### src/rtl/mlm_pkg.sv
// shared constants, types and codes of the mutex lock manager
// no dependencies
package mlm_pkg;

  localparam int MUTEX_COUNT = 32;
  localparam int TASK_COUNT  = 64;
  localparam int MW          = (MUTEX_COUNT > 1) ? $clog2(MUTEX_COUNT) : 1;
  localparam int TW          = 6;
  localparam logic [5:0] CNT_MAX = 6'd63;

  typedef enum logic [1:0] {
    CMD_CREATE = 2'd0,
    CMD_LOCK   = 2'd1,
    CMD_UNLOCK = 2'd2,
    CMD_NONE   = 2'd3
  } cmd_t;

  localparam logic [2:0] ST_OK        = 3'd0;
  localparam logic [2:0] ST_INVALID   = 3'd1;
  localparam logic [2:0] ST_DEADLOCK  = 3'd2;
  localparam logic [2:0] ST_NOTHOLDER = 3'd3;
  localparam logic [2:0] ST_NONEFREE  = 3'd4;

  typedef enum logic [1:0] {
    S_IDLE  = 2'd0,
    S_EXEC  = 2'd1,
    S_WREAD = 2'd2,
    S_WAKE  = 2'd3
  } state_t;

  typedef struct packed {
    logic       preempt;
    logic [5:0] wake_prio;
    logic [5:0] wake_task;
    logic       wake_valid;
    logic       demote;
    logic       promote;
    logic       must_sleep;
    logic       acquired;
    logic [4:0] created_id;
    logic [2:0] status;
  } res_t;

  typedef struct packed {
    logic          found;
    logic [MW-1:0] index;
  } free_t;

endpackage

### src/rtl/mutex_lock_manager.sv
// top level of the mutex lock manager: control sequencer and state memories
// depends on mlm_pkg and mlm_free_find
//
// usage
//   s_* channel carries one request: command, mutex id, task id and priority
//   m_* channel returns exactly one result per request, in request order
//   a request is taken only while the sequencer is idle; for every request
//   but an unlock that hands the mutex to a waiter, the request and its
//   memory reads are registered, EXEC builds the result into the output
//   register and the sequencer returns to idle; such an unlock goes on from
//   EXEC through WREAD (second read of the task memories at the woken task)
//   to WAKE, which builds the result and returns to idle
//   the cost is set by the registered reads of the per-mutex and
//   per-task memories, read, modified and written back in sequence
//   a finished result waits in the output register; a new request can be
//   accepted meanwhile, and its final step waits until that slot frees
//   reset: all mutexes free and unlocked, all queues empty, all held
//   counts zero (valid bits per task), no result pending
//   receiver stall: the result is held stable until m_tready
module mutex_lock_manager import mlm_pkg::*; (
  input  logic        clk,
  input  logic        rst,
  input  logic        s_tvalid,
  output logic        s_tready,
  // command[1:0], mutex_id[7:2], task_id[13:8], task_prio[19:14], zero pad
  input  logic [23:0] s_tdata,
  output logic        m_tvalid,
  input  logic        m_tready,
  // status[2:0], created_id[7:3], acquired[8], must_sleep[9], promote[10],
  // demote[11], wake_valid[12], wake_task[18:13], wake_prio[24:19],
  // preempt[25], zero pad
  output logic [31:0] m_tdata
);

  state_t state, state_next;

  // control flags in flip-flops
  logic [MUTEX_COUNT-1:0] allocated, locked, q_nonempty;
  logic [TASK_COUNT-1:0]  cnt_vld;

  // per-mutex memories
  logic [5:0] mem_holder [MUTEX_COUNT];
  logic [5:0] mem_head   [MUTEX_COUNT];
  logic [5:0] mem_tail   [MUTEX_COUNT];
  // per-task memories
  logic [5:0] mem_next   [TASK_COUNT];
  logic [5:0] mem_wprio  [TASK_COUNT];
  logic [5:0] mem_cnt    [TASK_COUNT];

  logic [5:0] rd_holder, rd_head, rd_tail, rd_next, rd_wprio, rd_cnt;
  logic       rd_cnt_vld;

  logic [1:0] cmd;
  logic [5:0] mid, tid, prio, w_task, tail_r;
  logic       demote_r;
  res_t       res, res_next;
  logic       out_valid, out_valid_next;

  logic           accept, proceed, m_valid, alloc_ok, is_holder;
  logic [MW-1:0]  mi;
  logic [TW-1:0]  task_rd_addr;
  logic [5:0]     cnt_val, cnt_inc, cnt_dec;
  free_t          free;

  mlm_free_find u_find (
    .allocated (allocated),
    .free      (free)
  );

  assign accept  = s_tvalid && s_tready;
  assign proceed = !out_valid || m_tready;
  assign mi      = mid[MW-1:0];
  assign m_valid = {1'b0, mid} < 7'(MUTEX_COUNT);
  assign alloc_ok  = m_valid && allocated[mi];
  assign is_holder = locked[mi] && (rd_holder == tid);
  assign cnt_val = rd_cnt_vld ? rd_cnt : 6'd0;
  assign cnt_inc = (cnt_val < CNT_MAX) ? cnt_val + 6'd1 : cnt_val;
  assign cnt_dec = (cnt_val > 6'd0) ? cnt_val - 6'd1 : cnt_val;
  // task ids alias modulo the task count, which is the full 6-bit range
  assign task_rd_addr = (state == S_WREAD) ? w_task : s_tdata[13:8];

  // next state
  always_comb begin
    state_next = state;
    unique case (state)
      S_IDLE:  if (accept) state_next = S_EXEC;
      S_EXEC: begin
        if (proceed) begin
          if (cmd == CMD_UNLOCK && alloc_ok && is_holder && q_nonempty[mi])
            state_next = S_WREAD;
          else
            state_next = S_IDLE;
        end
      end
      S_WREAD: state_next = S_WAKE;
      S_WAKE:  if (proceed) state_next = S_IDLE;
      default: state_next = S_IDLE;
    endcase
  end

  // handshake outputs
  always_comb begin
    s_tready = (state == S_IDLE);
    m_tvalid = out_valid;
    m_tdata  = {6'd0, res};
  end

  // result register next value
  always_comb begin
    res_next       = res;
    out_valid_next = out_valid && !m_tready;
    if (state == S_EXEC && proceed) begin
      res_next = '0;
      if (cmd == CMD_CREATE) begin
        out_valid_next = 1'b1;
        if (free.found) begin
          res_next.status     = ST_OK;
          res_next.created_id = 5'(free.index);
        end else begin
          res_next.status = ST_NONEFREE;
        end
      end else if (cmd == CMD_NONE || !alloc_ok) begin
        out_valid_next  = 1'b1;
        res_next.status = ST_INVALID;
      end else if (cmd == CMD_LOCK) begin
        out_valid_next = 1'b1;
        if (is_holder) begin
          res_next.status = ST_DEADLOCK;
        end else if (!locked[mi]) begin
          res_next.acquired = 1'b1;
          res_next.promote  = 1'b1;
        end else begin
          res_next.must_sleep = 1'b1;
        end
      end else begin
        if (!is_holder) begin
          out_valid_next  = 1'b1;
          res_next.status = ST_NOTHOLDER;
        end else begin
          res_next.demote = (cnt_dec == 6'd0);
          // with waiters the result is built in the wake step
          if (!q_nonempty[mi]) out_valid_next = 1'b1;
        end
      end
    end
    if (state == S_WAKE && proceed) begin
      out_valid_next      = 1'b1;
      res_next            = '0;
      res_next.status     = ST_OK;
      res_next.demote     = demote_r;
      res_next.wake_valid = 1'b1;
      res_next.wake_task  = w_task;
      res_next.wake_prio  = rd_wprio;
      res_next.preempt    = (rd_wprio < prio);
    end
  end

  always_ff @(posedge clk) begin
    if (rst) state <= S_IDLE;
    else     state <= state_next;
  end

  // request capture and memory reads
  always_ff @(posedge clk) begin
    if (accept) begin
      cmd  <= s_tdata[1:0];
      mid  <= s_tdata[7:2];
      tid  <= s_tdata[13:8];
      prio <= s_tdata[19:14];
      rd_holder <= mem_holder[s_tdata[MW+1:2]];
      rd_head   <= mem_head[s_tdata[MW+1:2]];
      rd_tail   <= mem_tail[s_tdata[MW+1:2]];
    end
    if (accept || state == S_WREAD) begin
      rd_next    <= mem_next[task_rd_addr];
      rd_wprio   <= mem_wprio[task_rd_addr];
      rd_cnt     <= mem_cnt[task_rd_addr];
      rd_cnt_vld <= cnt_vld[task_rd_addr];
    end
  end

  // read-modify-write of the state
  always_ff @(posedge clk) begin
    if (rst) begin
      allocated  <= '0;
      locked     <= '0;
      q_nonempty <= '0;
      cnt_vld    <= '0;
      out_valid  <= 1'b0;
    end else begin
      out_valid <= out_valid_next;
      res       <= res_next;
      if (state == S_EXEC && proceed) begin
        if (cmd == CMD_CREATE) begin
          if (free.found) allocated[free.index] <= 1'b1;
        end else if (cmd == CMD_NONE || !alloc_ok) begin
          // invalid request: nothing changes
        end else if (cmd == CMD_LOCK) begin
          if (is_holder) begin
            // deadlock: nothing changes
          end else if (!locked[mi]) begin
            // free mutex: grant at once
            locked[mi]     <= 1'b1;
            mem_holder[mi] <= tid;
            mem_cnt[tid]   <= cnt_inc;
            cnt_vld[tid]   <= 1'b1;
          end else begin
            // held by another task: append to the waiter fifo
            mem_wprio[tid] <= prio;
            if (q_nonempty[mi]) begin
              mem_next[rd_tail] <= tid;
            end else begin
              mem_head[mi]   <= tid;
              q_nonempty[mi] <= 1'b1;
            end
            mem_tail[mi] <= tid;
          end
        end else begin
          if (is_holder) begin
            mem_cnt[tid] <= cnt_dec;
            cnt_vld[tid] <= 1'b1;
            demote_r     <= (cnt_dec == 6'd0);
            w_task       <= rd_head;
            tail_r       <= rd_tail;
            if (!q_nonempty[mi]) locked[mi] <= 1'b0;
          end
        end
      end
      if (state == S_WAKE && proceed) begin
        // hand the mutex to the head waiter
        if (w_task == tail_r) q_nonempty[mi] <= 1'b0;
        else                  mem_head[mi]   <= rd_next;
        mem_holder[mi]  <= w_task;
        mem_cnt[w_task] <= cnt_inc;
        cnt_vld[w_task] <= 1'b1;
      end
    end
  end

endmodule

### src/rtl/mlm_free_find.sv
// lowest free mutex search over the allocation bits
// depends on mlm_pkg
module mlm_free_find import mlm_pkg::*; (
  input  logic [MUTEX_COUNT-1:0] allocated,
  output free_t                  free
);

  always_comb begin
    free = '0;
    for (int i = MUTEX_COUNT - 1; i >= 0; i--) begin
      if (!allocated[i]) begin
        free.found = 1'b1;
        free.index = MW'(i);
      end
    end
  end

endmodule

### config.mk
export PLATFORM = sky130hd
export DESIGN_NAME = mutex_lock_manager
export DESIGN_NICKNAME = d
export VERILOG_FILES = /design/src/rtl/mlm_pkg.sv /design/src/rtl/mutex_lock_manager.sv /design/src/rtl/mlm_free_find.sv
export SDC_FILE = /design/constraint.sdc
export NUM_CORES = 2
export LEC_CHECK = 0
export BUFFER_PORTS_ARGS = -buffer_cell sky130_fd_sc_hd__buf_2
export CORE_UTILIZATION = 60
export CTS_CLUSTER_SIZE = 16
export DETAILED_ROUTE_END_ITERATION = 6
export GPL_TIMING_DRIVEN = 1
export PLACE_DENSITY = 0.76
export SLEW_MARGIN = 20
export SYNTH_ARGS = -nofsm -noshare
export SYNTH_HDL_FRONTEND = slang
export SYNTH_SLANG_ARGS = --single-unit
### constraint.sdc
create_clock -name clk -period 9.7 [get_ports clk]
set_input_delay 1.455 -clock clk [delete_from_list [all_inputs] [get_ports clk]]
set_output_delay 1.455 -clock clk [all_outputs]
set_load 0.03 [all_outputs]
==> metrics.cfg <==
[setup_path]
cp_max_fo = 64
crit_arrival_ps = 5990
start_kind = flop
r2r_start = mid[0]
reg2reg_to = mem_cnt[30][1]
rrSetupSlack_ps = 4110
path_class = flop to flop
reg2regPathDepth = 12
required_ps = 10100
cp-end-kind = flop

[timing]
fmaxAchievable_mhz = 178.9
fin_skew_ps = 52.87
slew_headroom_pct = 17.29
finalCritPeriodShare_pct = 57.62
fin_setup_tns_ps = 0
setup_viol = 0
timing_hold_violations_final = 0
rsz0062_at_grt = false
drv_slew = 0
worst_slew_pin_slew_ps = 1238
min_period_ps = 5589

[hold_path]
hp-class = flop to flop
worstHoldEndpoint = w_task[1]
hold_depth = 0
hold_start = rd_head[1]

[power_and_ir_drop]
leakagePower_uw = 0.02713
ir_worst_vdd_mv = 0.1776
total_power_uw = 17520
power.density_nw_per_um2 = 199.5

[clocking]
numCtsBuffers = 187
cts_max_path_buffers = 3
clk_pin_slew_ps = 60
cts_tree = done
cts_hold_buf = 0
clock_latency_ps = 830
cts_sinks = 1986
postCtsResizedCells = 0
root_buffer = clkbuf_16
postCtsSetupRepairBufs = 0
htreeDepth = 4

[run_status]
status = finished, final reports clean

[logic_synthesis]
ys_types = 66
ys.flop_type = edfxtp_1
avgSynthCellArea_um2 = 18.54
synth_area_leaders = edfxtp_1, mux4_2, dfxtp_1, mux2i_1, nor3_1
synthCells = 4306
syn_area_um2 = 79840
synth_top_area_share_pct = 68.57
synth-edff-count = 1823
synthArstFlopShare_pct = 0
yosysTopAreaCell = edfxtp_1
synth.ff_latch_count = 1986
synth_sequential_area_ratio_pct = 72.65
synth_warnings = 0

[place]
dp_cells = 5890
dpl-instance-area_um2 = 81780
dp_hpwl_mm = 109.7
io_buffers = 51
gp_congestion = 0.8814

[routing]
via_per_inst = 6.723
dr.first_iter.drc_count = 5539
firstDrtPassIters = 6
vias = 41900
wirelength_mm = 183.8
drcViolationCount = 0
wl_per_cell_um = 29.49
ant_nets = 0

[cells_and_area]
postLayoutCellArea_um2 = 87810
area_growth_syn_to_layout_pct = 9.980
fin_nets = 4362
final_cells = 6232
drive_gt1_share_pct = 20.96

[grt]
grt_max_degree = 113
grt_pass1_vias = 41680
grt_antenna_before_repair = 11
grt_remaining_overflow = 0
grt_usage_pct = 27.64
grt_pass1_wl_mm = 273.9

[floorplan]
coreArea_um2 = 131800
start_util_pct = 60.58
dieArea_um2 = 134500
die_h_um = 366.8
ioPinCount = 62
rows = 133
die_w_um = 366.8

[job]
cap_violations = 0

## cell usage in the layout (no fill, tap or decap), types with 61 or more instances in the layout
| cell type | netlist | final |
|---|---|---|
| nor3_1 | 248 | 241 |
| a21oi_1 | 146 | 145 |
| buf_4 | 9 | 61 |
| dfxtp_1 | 163 | 163 |
| edfxtp_1 | 1823 | 1823 |
| nor2_1 | 187 | 184 |
| nand4_1 | 79 | 79 |
| clkbuf_16 | 0 | 191 |
| nand2_1 | 106 | 102 |
| mux2i_1 | 229 | 226 |
| o22ai_1 | 121 | 121 |
| mux4_2 | 490 | 490 |
## kinds of logic after synthesis
group / synth area share [%]
AOI/OAI and AO/OA: 3.004
xor gates and xnor gates: 0.1865
adders and majority gates: 0.1693
buffers and inverters: 1.824
DFF: 72.65
muxes: 17.05
other: 0.004697
and+or+nand+nor: 5.111
## cell usage after synthesis (4+ instances only)
| library cell | number |
|---|---|
| clkbuf_1 | 157 |
| nor3b_1 | 7 |
| clkbuf_2 | 8 |
| nand3b_1 | 12 |
| dfxtp_1 | 163 |
| nand2_1 | 106 |
| buf_4 | 9 |
| nor3_1 | 248 |
| ha_1 | 10 |
| nor4_1 | 10 |
| nor2_1 | 187 |
| mux4_2 | 490 |
| a21o_1 | 4 |
| and2_1 | 19 |
| a211oi_1 | 34 |
| or4_1 | 21 |
| o21ai_0 | 16 |
| or3b_2 | 5 |
| mux2i_1 | 229 |
| xor2_1 | 8 |
| buf_6 | 8 |
| a31oi_1 | 39 |
| o21a_1 | 4 |
| o22ai_1 | 121 |
| buf_2 | 52 |
| o21ai_1 | 4 |
| edfxtp_1 | 1823 |
| or3_1 | 7 |
| or2_2 | 7 |
| inv_1 | 50 |
| buf_1 | 59 |
| nor2b_1 | 8 |
| xnor2_1 | 9 |
| nand4_1 | 79 |
| and3_1 | 5 |
| nand2b_1 | 51 |
| a21oi_1 | 146 |
| nand3_1 | 22 |
| mux2_2 | 25 |
| and3b_1 | 4 |
## critical path: stages (launching register included)
cell      delay (ps)
edfxtp_1        1000
mux4_2           390
a22o_1           270
a21o_1           110
nand2_1           80
inv_1            100
ha_1             130
o21ai_0          120
nor4_2           630
nand2_1          610
o311a_2          320
buf_4            330
nor3_1           980
## per-layer routing
layer	vias up	global-route usage [%]	part of all wire, %
met5	-	0	0.013
met3	381	4.597	8.9
li1	17670	-	-
met2	2277	43.25	48
met4	6	11.51	4.4
met1	21560	39.20	39
## worst max-delay path by stage
stage,startpoint,endpoint,slack [ps],cells after the start
global route,mid[0],mem_cnt[56][2],4010,12
finish,mid[0],mem_cnt[30][1],4110,12
global placement,rst,mem_cnt[16][3],3970,7
floorplan,tid[5],mem_cnt[0][5],3890,10
detailed placement,rst,mem_cnt[31][2],3820,6
CTS,mid[0],mem_wprio[59][0],4170,8
## cell type report
cell class | instances | area, µm²
well taps | 1755 | 2196
repair buffers | 117 | 844.6
clock inverters | 98 | 1007
inverters | 50 | 187.7
clock buffers | 238 | 4966
multi-input cells | 1982 | 20580
fillers | 8390 | 43990
flip-flops and latches | 1986 | 58010
diodes | 6 | 15.01
## sequential cells by signal (all words and copies together) (netlist names), 64 cells and up, named ones only
name	count
mem_wprio	384
mem_holder	192
mem_next	384
mem_head	192
mem_tail	192
cnt_vld	64
mem_cnt	384
## stage by stage
stage	utilization (%)	hold WS [ps]	setup slack (ps)
after detailed placement	62.05	421.1	3817
after CTS	66.59	434.2	4173
after global routing	66.61	439.7	4011
after floorplan	-	400.3	3894
after global placement	62.03	402.5	3969
final	66.62	428.6	4111
## power breakdown
part | internal (µW) | switching (µW)
clock | 4070 | 3120
sequential | 9400 | 33.5
combinational | 300 | 582
total | 13800 | 3740
Power figures use the tool's default switching activity.
